## src/rtl/bflc_pkg.sv

```systemverilog
// Shared constants and codes for the bitmap find-first/last and count unit.
`default_nettype none
package bflc_pkg;

    // Bitmap capacity and storage geometry
    localparam int MAX_MAP_BITS = 1024;
    localparam int WORD_BITS    = 8;
    localparam int STORE_WORDS  = (MAX_MAP_BITS + WORD_BITS - 1) / WORD_BITS;
    localparam int ADDR_W       = (STORE_WORDS > 1) ? $clog2(STORE_WORDS) : 1;
    localparam int BSEL_W       = $clog2(WORD_BITS);

    // Fixed field widths of the transaction ports
    localparam int OP_W   = 2;
    localparam int POS_W  = 10;
    localparam int SIZE_W = 11;

    // Width of a bit index across the whole store
    localparam int IDX_W = ADDR_W + BSEL_W;
    // Common width for size and index comparisons
    localparam int CMP_W_A = (IDX_W > SIZE_W) ? IDX_W : SIZE_W;
    localparam int CMP_W_B = ($clog2(MAX_MAP_BITS + 1) > POS_W) ?
                             $clog2(MAX_MAP_BITS + 1) : POS_W;
    localparam int CMP_W   = ((CMP_W_A > CMP_W_B) ? CMP_W_A : CMP_W_B) + 1;
    // Population count width
    localparam int CNT_W   = $clog2(MAX_MAP_BITS + 1);
    localparam int PC_W    = $clog2(WORD_BITS + 1);

    // Operation codes
    typedef enum logic [OP_W-1:0] {
        OP_CHECK  = 2'd0,
        OP_SET    = 2'd1,
        OP_CLEAR  = 2'd2,
        OP_TOGGLE = 2'd3
    } t_op;

endpackage
`default_nettype wire

```

## src/rtl/bflc_ram.sv

```systemverilog
// Generic single-write, single-read RAM with registered read data.
`default_nettype none
module bflc_ram #(
    parameter int WIDTH = 8,
    parameter int DEPTH = 128
) (
    input  wire logic                     i_clk,
    input  wire logic                     i_wr_en,
    input  wire logic [$clog2(DEPTH)-1:0] i_wr_addr,
    input  wire logic [WIDTH-1:0]         i_wr_data,
    input  wire logic                     i_rd_en,
    input  wire logic [$clog2(DEPTH)-1:0] i_rd_addr,
    output logic      [WIDTH-1:0]         o_rd_data
);

    logic [WIDTH-1:0] r_mem [DEPTH];

    // Write port
    always_ff @(posedge i_clk) begin
        if (i_wr_en) begin
            r_mem[i_wr_addr] <= i_wr_data;
        end
    end

    // Registered read port
    always_ff @(posedge i_clk) begin
        if (i_rd_en) begin
            o_rd_data <= r_mem[i_rd_addr];
        end
    end

endmodule
`default_nettype wire

```

## src/rtl/bitmap_find_first_last_count_unit.sv

```systemverilog
// Bitmap of up to 1024 bits with bit update, find-first, find-last and population count.
// Each transaction applies a check, set, clear or toggle to one bit position and then
// returns the bit's new value, an error flag for a position at or above the configured
// size, and a fresh scan of the map: whether any bit is set, the lowest and highest set
// positions (0 when none) and the number of set bits. Bits at or above the configured
// size are kept but ignored by the scan. The map lives in a 128 x 8-bit RAM with one
// read port; the scan reads it one word per cycle. A transaction reads the addressed
// word, writes it back, streams all 128 words through the scan and then hands the
// result to the output register. The input is stalled for that whole time, while an
// earlier result may still wait on the output, so the block takes no new transaction
// before the hand-over. A per-word valid bit cleared at reset makes the map read as
// all zeros, so no clearing pass is needed.
`default_nettype none
module bitmap_find_first_last_count_unit (
    input  wire logic                         i_clk,
    input  wire logic                         i_rst_n,
    // Configuration write
    input  wire logic                         i_cfg_wr_en,
    input  wire logic [bflc_pkg::SIZE_W-1:0]  i_cfg_wr_data,
    // Request channel
    input  wire logic                         i_in_valid,
    output logic                              o_in_stall,
    input  wire logic [bflc_pkg::OP_W-1:0]    i_operation,
    input  wire logic [bflc_pkg::POS_W-1:0]   i_position,
    // Result channel
    output logic                              o_out_valid,
    input  wire logic                         i_out_stall,
    output logic                              o_bit_value,
    output logic                              o_position_error,
    output logic                              o_any_set,
    output logic      [bflc_pkg::POS_W-1:0]   o_first_index,
    output logic      [bflc_pkg::POS_W-1:0]   o_last_index,
    output logic      [bflc_pkg::SIZE_W-1:0]  o_set_count
);

    import bflc_pkg::*;

    typedef enum logic [2:0] {
        S_IDLE,
        S_RD,
        S_MOD,
        S_SCAN,
        S_FIN
    } t_state;

    t_state                  r_state;
    logic [SIZE_W-1:0]       r_size;
    logic [STORE_WORDS-1:0]  r_word_vld;

    // Captured transaction
    t_op                     r_op;
    logic [POS_W-1:0]        r_pos;
    logic                    r_err;
    logic                    r_bitv;

    // Scan state
    logic [ADDR_W:0]         r_scan_cnt;
    logic                    r_any;
    logic [IDX_W-1:0]        r_first;
    logic [IDX_W-1:0]        r_last;
    logic [CNT_W-1:0]        r_count;

    // RAM side
    logic                    r_rd_vld;
    logic                    ram_wr_en;
    logic [ADDR_W-1:0]       ram_wr_addr;
    logic [WORD_BITS-1:0]    ram_wr_data;
    logic                    ram_rd_en;
    logic [ADDR_W-1:0]       ram_rd_addr;
    logic [WORD_BITS-1:0]    ram_rd_data;

    // Output register
    logic                    r_out_valid;
    logic                    r_out_bitv;
    logic                    r_out_err;
    logic                    r_out_any;
    logic [POS_W-1:0]        r_out_first;
    logic [POS_W-1:0]        r_out_last;
    logic [SIZE_W-1:0]       r_out_count;

    // Combinational helpers
    logic [CMP_W-1:0]        eff_size;
    logic                    in_accept;
    logic                    in_err;
    logic [ADDR_W-1:0]       pos_word;
    logic [WORD_BITS-1:0]    pos_mask;
    logic [WORD_BITS-1:0]    cur_word;
    logic [WORD_BITS-1:0]    n_word;
    logic [ADDR_W:0]         proc_cnt;
    logic [ADDR_W-1:0]       proc_idx;
    logic [WORD_BITS-1:0]    scan_word;
    logic [BSEL_W-1:0]       scan_lo;
    logic [BSEL_W-1:0]       scan_hi;
    logic [PC_W-1:0]         scan_pc;
    logic                    scan_live;
    logic                    scan_last;
    logic                    out_load;

    bflc_ram #(
        .WIDTH (WORD_BITS),
        .DEPTH (STORE_WORDS)
    ) u_store (
        .i_clk     (i_clk),
        .i_wr_en   (ram_wr_en),
        .i_wr_addr (ram_wr_addr),
        .i_wr_data (ram_wr_data),
        .i_rd_en   (ram_rd_en),
        .i_rd_addr (ram_rd_addr),
        .o_rd_data (ram_rd_data)
    );

    // Effective size: configured size capped at the map capacity
    always_comb begin
        if (CMP_W'(r_size) > CMP_W'(MAX_MAP_BITS)) begin
            eff_size = CMP_W'(MAX_MAP_BITS);
        end else begin
            eff_size = CMP_W'(r_size);
        end
    end

    assign in_accept = i_in_valid && !o_in_stall;
    assign in_err    = CMP_W'(i_position) >= eff_size;
    assign pos_word  = ADDR_W'(r_pos >> BSEL_W);
    assign pos_mask  = WORD_BITS'(1) << r_pos[BSEL_W-1:0];

    // Modify the addressed word; never-written words read as zero
    assign cur_word = r_rd_vld ? ram_rd_data : '0;
    always_comb begin
        unique case (r_op)
            OP_CHECK:  n_word = cur_word;
            OP_SET:    n_word = cur_word | pos_mask;
            OP_CLEAR:  n_word = cur_word & ~pos_mask;
            OP_TOGGLE: n_word = cur_word ^ pos_mask;
            default:   n_word = cur_word;
        endcase
    end

    assign ram_wr_en   = (r_state == S_MOD) && !r_err && (r_op != OP_CHECK);
    assign ram_wr_addr = pos_word;
    assign ram_wr_data = n_word;

    // Read address: addressed word first, then a linear sweep
    assign ram_rd_en   = (r_state == S_RD) ||
                         ((r_state == S_SCAN) && (r_scan_cnt < (ADDR_W+1)'(STORE_WORDS)));
    assign ram_rd_addr = (r_state == S_RD) ? pos_word : r_scan_cnt[ADDR_W-1:0];

    // Scan the word that arrived from the previous read
    assign scan_live = (r_state == S_SCAN) && (r_scan_cnt != '0);
    assign scan_last = (r_scan_cnt == (ADDR_W+1)'(STORE_WORDS));
    assign proc_cnt  = r_scan_cnt - (ADDR_W+1)'(1);
    assign proc_idx  = proc_cnt[ADDR_W-1:0];

    always_comb begin
        scan_lo = '0;
        scan_hi = '0;
        scan_pc = '0;
        for (int b = 0; b < WORD_BITS; b++) begin
            scan_word[b] = cur_word[b] &&
                (CMP_W'({proc_idx, BSEL_W'(b)}) < eff_size);
        end
        for (int b = WORD_BITS - 1; b >= 0; b--) begin
            if (scan_word[b]) begin
                scan_lo = BSEL_W'(b);
            end
        end
        for (int b = 0; b < WORD_BITS; b++) begin
            if (scan_word[b]) begin
                scan_hi = BSEL_W'(b);
            end
            scan_pc = scan_pc + PC_W'(scan_word[b]);
        end
    end

    // Hand the result over once the output register is free or being drained
    assign out_load = (r_state == S_FIN) && (!r_out_valid || !i_out_stall);

    // Sequencer, map bookkeeping and output register
    always_ff @(posedge i_clk) begin
        if (!i_rst_n) begin
            r_state     <= S_IDLE;
            r_size      <= SIZE_W'(MAX_MAP_BITS);
            r_word_vld  <= '0;
            r_out_valid <= 1'b0;
            r_scan_cnt  <= '0;
            r_any       <= 1'b0;
        end else begin
            if (i_cfg_wr_en) begin
                r_size <= i_cfg_wr_data;
            end

            if (ram_rd_en) begin
                r_rd_vld <= r_word_vld[ram_rd_addr];
            end

            // Load a finished result, or drain the output register
            if (out_load) begin
                r_out_valid <= 1'b1;
            end else if (r_out_valid && !i_out_stall) begin
                r_out_valid <= 1'b0;
            end

            unique case (r_state)
                S_IDLE: begin
                    if (in_accept) begin
                        r_op    <= t_op'(i_operation);
                        r_pos   <= i_position;
                        r_err   <= in_err;
                        r_state <= S_RD;
                    end
                end
                S_RD: begin
                    r_state <= S_MOD;
                end
                S_MOD: begin
                    if (ram_wr_en) begin
                        r_word_vld[pos_word] <= 1'b1;
                    end
                    r_bitv     <= !r_err && ((n_word & pos_mask) != '0);
                    r_scan_cnt <= '0;
                    r_any      <= 1'b0;
                    r_first    <= '0;
                    r_last     <= '0;
                    r_count    <= '0;
                    r_state    <= S_SCAN;
                end
                S_SCAN: begin
                    if (scan_live && (scan_word != '0)) begin
                        if (!r_any) begin
                            r_first <= {proc_idx, scan_lo};
                        end
                        r_any  <= 1'b1;
                        r_last <= {proc_idx, scan_hi};
                    end
                    if (scan_live) begin
                        r_count <= r_count + CNT_W'(scan_pc);
                    end
                    if (scan_last) begin
                        r_state <= S_FIN;
                    end else begin
                        r_scan_cnt <= r_scan_cnt + (ADDR_W+1)'(1);
                    end
                end
                S_FIN: begin
                    if (out_load) begin
                        r_out_bitv  <= r_bitv;
                        r_out_err   <= r_err;
                        r_out_any   <= r_any;
                        r_out_first <= POS_W'(CMP_W'(r_first));
                        r_out_last  <= POS_W'(CMP_W'(r_last));
                        r_out_count <= SIZE_W'(CMP_W'(r_count));
                        r_state     <= S_IDLE;
                    end
                end
                default: begin
                    r_state <= S_IDLE;
                end
            endcase
        end
    end

    assign o_in_stall       = (r_state != S_IDLE);
    assign o_out_valid      = r_out_valid;
    assign o_bit_value      = r_out_bitv;
    assign o_position_error = r_out_err;
    assign o_any_set        = r_out_any;
    assign o_first_index    = r_out_first;
    assign o_last_index     = r_out_last;
    assign o_set_count      = r_out_count;

`ifndef ASSERT_OFF
    // A result's any flag agrees with its count
    a_any_matches_count: assert property (@(posedge i_clk) disable iff (!i_rst_n)
        o_out_valid |-> (o_any_set == (o_set_count != '0)))
        else $error("any_set disagrees with set_count");

    // Lowest set position never lies above the highest
    a_first_not_after_last: assert property (@(posedge i_clk) disable iff (!i_rst_n)
        (o_out_valid && o_any_set) |-> (o_first_index <= o_last_index))
        else $error("first_index above last_index");

    // Rejected positions report a clear bit
    a_err_bit_clear: assert property (@(posedge i_clk) disable iff (!i_rst_n)
        (o_out_valid && o_position_error) |-> !o_bit_value)
        else $error("bit_value set on a position error");

    // Sweep counter stays within the store
    a_scan_bound: assert property (@(posedge i_clk) disable iff (!i_rst_n)
        (r_scan_cnt <= (ADDR_W+1)'(STORE_WORDS)))
        else $error("scan counter overran the store");
`endif

endmodule
`default_nettype wire

```

## config.mk

```make
export PLATFORM = sky130hd
export DESIGN_NAME = bitmap_find_first_last_count_unit
export DESIGN_NICKNAME = d
export VERILOG_FILES = /design/src/rtl/bflc_pkg.sv /design/src/rtl/bflc_ram.sv /design/src/rtl/bitmap_find_first_last_count_unit.sv
export SDC_FILE = /design/constraint.sdc
export NUM_CORES = 2
export LEC_CHECK = 0
export ABC_AREA = 1
export BUFFER_PORTS_ARGS = -buffer_cell sky130_fd_sc_hd__buf_4
export CORE_ASPECT_RATIO = 1.4
export CORE_MARGIN = 2
export CORE_UTILIZATION = 60
export DETAILED_ROUTE_END_ITERATION = 7
export GPL_ROUTABILITY_DRIVEN = 0
export PLACE_DENSITY = 0.73
export SYNTH_ARGS = -nofsm -noshare
export SYNTH_HDL_FRONTEND = slang
export SYNTH_HIERARCHICAL = 1
export SYNTH_SLANG_ARGS = --single-unit
```

## constraint.sdc

```tcl
create_clock -name i_clk -period 10.3 [get_ports i_clk]
set_input_delay 0.515 -clock i_clk [delete_from_list [all_inputs] [get_ports i_clk]]
set_output_delay 0.515 -clock i_clk [all_outputs]
set_load 0.05 [all_outputs]
```

==> impl_metrics.csv <==
group,metric,value,unit
run_status,status,"complete, no violations",
layout,multiInputGateArea,14660,um2
clocking,root_buffer,"clkbuf_16",
die,chipWidth,256.5,um
synthesis,synth_edf_count,1112,
die,rows,129,
power_and_ir_drop,pwr-share-clk,31.4,%
placement,dp_hpwl,76.09,mm
clocking,hold_buffers,13,
power_and_ir_drop,power,13.62,mW
clocking,clock_latency,710,ps
layout,n_fill_cell,6617,
synthesis,synth_top_area_cell,"edfxtp_1",
min_path,hold_depth,3,
clocking,clk_pin_slew,70,ps
power_and_ir_drop,p_comb_share,24.4,%
min_path,hp-class,"input pin to flop",
global_routing,grt.total_usage,29.36,%
setup_path,crit_path_end_kind,"flop",
clocking,cts.sinks,1264,
timing,period_share,57.07,%
placement,numPortBuffers,63,
route,dr.pass1.iters,6,
setup_path,r2r_slack,4420,ps
die,initial_utilization,60.56,%
synthesis,postSynthCellCount,5018,
power_and_ir_drop,ir_drop,0.1959,mV
power_and_ir_drop,intPower,9.209,mW
synthesis,synth_ff_type,"edfxtp_1",
global_routing,grt_max_degree,211,
synthesis,synthTopCellsByArea,"edfxtp_1 (62%), nand2_1 (11%), nand3_1 (10%)",
layout,area_growth,8.693,%
timing,finalHoldViolCount,0,
die,io_pins,64,
route,detail-route-antenna-nets,0,
route,dr.first_iter.drc_count,4586,
route,wl_per_cell,21.73,um
layout,final_util,65.83,%
setup_path,critical_path_class,"flop to flop",
route,viasPerCell,5.993,
power_and_ir_drop,pwr_density_cell,233.9,nW/um2
synthesis,synth_fp_nets,5094,
synthesis,async_reset_ff_share,0,%
power_and_ir_drop,leakagePower,21.07,nW
clocking,cts_buffers,113,
setup_path,crit_path_max_fanout,7,
synthesis,syn_area,53570,um2
setup_path,worstPathRequired,10740,ps
setup_path,cp_data_arrival_time,6320,ps
setup_path,critical_path.max_stage_delay,510,ps
timing,rsz0062_at_grt,"no",
global_routing,gr-total-overflow,0,
run,cap_violations,0,
setup_path,start_kind,"flop",
synthesis,syn_avg_cell_area,10.68,um2
clocking,clockBufferDepth,3,
route,drc,0,
global_routing,antenna_found_initial,1,
setup_path,critical_path.slowest_cell,"fa_1",
synthesis,synth.ff_latch_count,1264,
power_and_ir_drop,power_switching,4.410,mW
layout,antenna_cells,0,
placement,dpl-instance-area,54370,um2
synthesis,ys_types,43,
timing,layout_min_cycle_time,5878,ps
min_path,min_to,"r_size[0]$_SDFFE_PN0P_",
synthesis,ys_seq_area_share,68.02,%
global_routing,grt_pass1_vias,35920,
setup_path,timing.rr.start,"r_size[4]$_SDFFE_PN0P_",
synthesis,synth_warnings,6,
route,wirelength,135.7,mm
timing,slew_headroom,16.41,%
setup_path,cpMostUsedCell,"nand2_1",
clocking,cts_resized,0,
min_path,min-delay-start,"i_cfg_wr_data[0]",
timing,setup_viol,0,
route,vias,37410,
power_and_ir_drop,swShare,32.38,%
die,die_area,91720,um2
timing,skew,24.79,ps
layout,seq_area,36430,um2
layout,layout-drive-gt1-share,6.794,%
setup_path,r2r_cells,28,
synthesis,post-synth-top-count-cell,"nand2_1",
timing,tns,0,ps
synthesis,synth_commonest_cells,"nand2_1 (1580), edfxtp_1 (1112), nand3_1 (1111)",
global_routing,grt_pass1_wl,207.0,mm
timing,drv_slew,0,
timing,tightestPinTransition,1254,ps
clocking,post-cts-setup-buffers,0,
die,coreArea,88450,um2
layout,nets,5049,
clocking,cts_tree,"done",
clocking,htreeDepth,3,
timing,fmaxAchievable,0.1701,GHz
die,die_h,357.5,um
power_and_ir_drop,seq_power_share,44.2,%
setup_path,r2r-end,"r_count[10]$_SDFFCE_PN0P_",
layout,final_area,58230,um2
synthesis,yosysTopAreaCellShare,62.33,%
## worst max-delay path by stage
stage / start / to / slack (ps)
6_report: r_size[4]$_SDFFE_PN0P_ / r_count[10]$_SDFFCE_PN0P_ / 4420
5_1_grt: r_scan_cnt[0]$_SDFFE_PN0P_ / r_count[10]$_SDFFCE_PN0P_ / 3900
4_1_cts: r_scan_cnt[0]$_SDFFE_PN0P_ / r_count[10]$_SDFFCE_PN0P_ / 4440
3_5_place_dp: r_scan_cnt[0]$_SDFFE_PN0P_ / r_count[10]$_SDFFCE_PN0P_ / 4480
3_3_place_gp: r_size[4]$_SDFFE_PN0P_ / r_count[10]$_SDFFCE_PN0P_ / 4570
2_1_floorplan: r_pos[2]$_DFFE_PP_ / u_store/r_mem[0][1]$_DFFE_PP_ / 4690
## logic make-up after synthesis
family,share of synthesized area [%]
XOR/XNOR,0.06539
AO/OA/AOI/OAI,2.333
adder cells (fa/ha/maj),1.191
AND/OR/NAND/NOR,23.67
buffers and inverters,4.723
flip-flops,68.02
## layout make-up
cell class | instances | area share, %
Sequential cell | 1264 | 62.58
Tap cell | 1179 | 2.534
Multi-Input combinational cell | 3230 | 25.17
Timing Repair Buffer | 123 | 1.685
Clock inverter | 62 | 1.178
Inverter | 241 | 1.644
Clock buffer | 143 | 5.213
## cells in the final DEF, fill, tap and decap left out, types with 3 or more instances in the layout
cell / synthesis / final
nand2_1: 1580 / 1580
edfxtp_1: 1112 / 1112
nand3_1: 1111 / 1111
nor2_1: 225 / 225
inv_1: 231 / 223
dfxtp_1: 152 / 152
a21oi_1: 134 / 134
clkbuf_16: 0 / 117
buf_4: 43 / 108
ha_1: 43 / 43
a21oi_2: 30 / 30
clkbuf_1: 58 / 25
o21ai_0: 24 / 24
clkinv_1: 2 / 21
clkinv_2: 0 / 21
nor3_1: 19 / 18
bufinv_16: 0 / 15
dlygate4sd3_1: 0 / 13
inv_4: 1 / 9
o211ai_1: 8 / 8
nand4_1: 6 / 6
fa_1: 5 / 5
xor2_1: 4 / 4
inv_2: 6 / 4
nor3_4: 4 / 4
nor2_4: 4 / 4
nor2_2: 3 / 3
o21ai_2: 3 / 3
nand2_2: 4 / 3
o22ai_1: 3 / 3
clkinvlp_4: 0 / 3
inv_6: 0 / 3
## per-stage QoR
step	setup slack (ps)	hold WS, ps	std cells
after floorplan	4692	400.3	5018
after global placement	4575	400.1	6024
after detailed placement	4483	405.7	6024
after CTS	4442	5.012	6242
after global routing	3905	47.25	6242
final	4422	47.15	6242
## power by group through the flow
stage / combinational, mW / clock [mW] / sequential, mW
floorplan: 2.20 / 0 / 6.16
global placement: 3.21 / 0 / 6.12
detailed placement: 3.26 / 0 / 6.12
CTS: 3.28 / 4.32 / 6.01
global route: 3.61 / 4.51 / 6.02
finish: 3.33 / 4.27 / 6.01
## layer usage
metal  share of wire [%]  track usage [%]  vias up
li1                    -                -    17160
met1                  37            36.91    17980
met2                  49            49.59     1872
met3                 8.3            4.001      402
met4                 5.5            16.37        2
met5              0.0096                0        -
## worst max-delay path, delay by kind of cell, from the launching register on
kind	cells	cell delay (ps)
flip-flops	1	320
buffers and inverters	4	290
XOR/XNOR	1	140
AND/OR/NAND/NOR	16	2000
AO/OA/AOI/OAI	1	420
adder cells (fa/ha/maj)	6	2430
## registers in the layout (all words and copies together), names as in the netlist, 2 cells and up
register and flops:
u_store/r_mem 1024, r_word_vld 128, o_set_count 11, r_count 11, r_size 11, o_first_index 10
o_last_index 10, r_first 10, r_last 10, r_pos 10, r_scan_cnt 8, u_store/o_rd_data 8
r_state 3, r_op 2
Power figures use the tool's default switching activity.
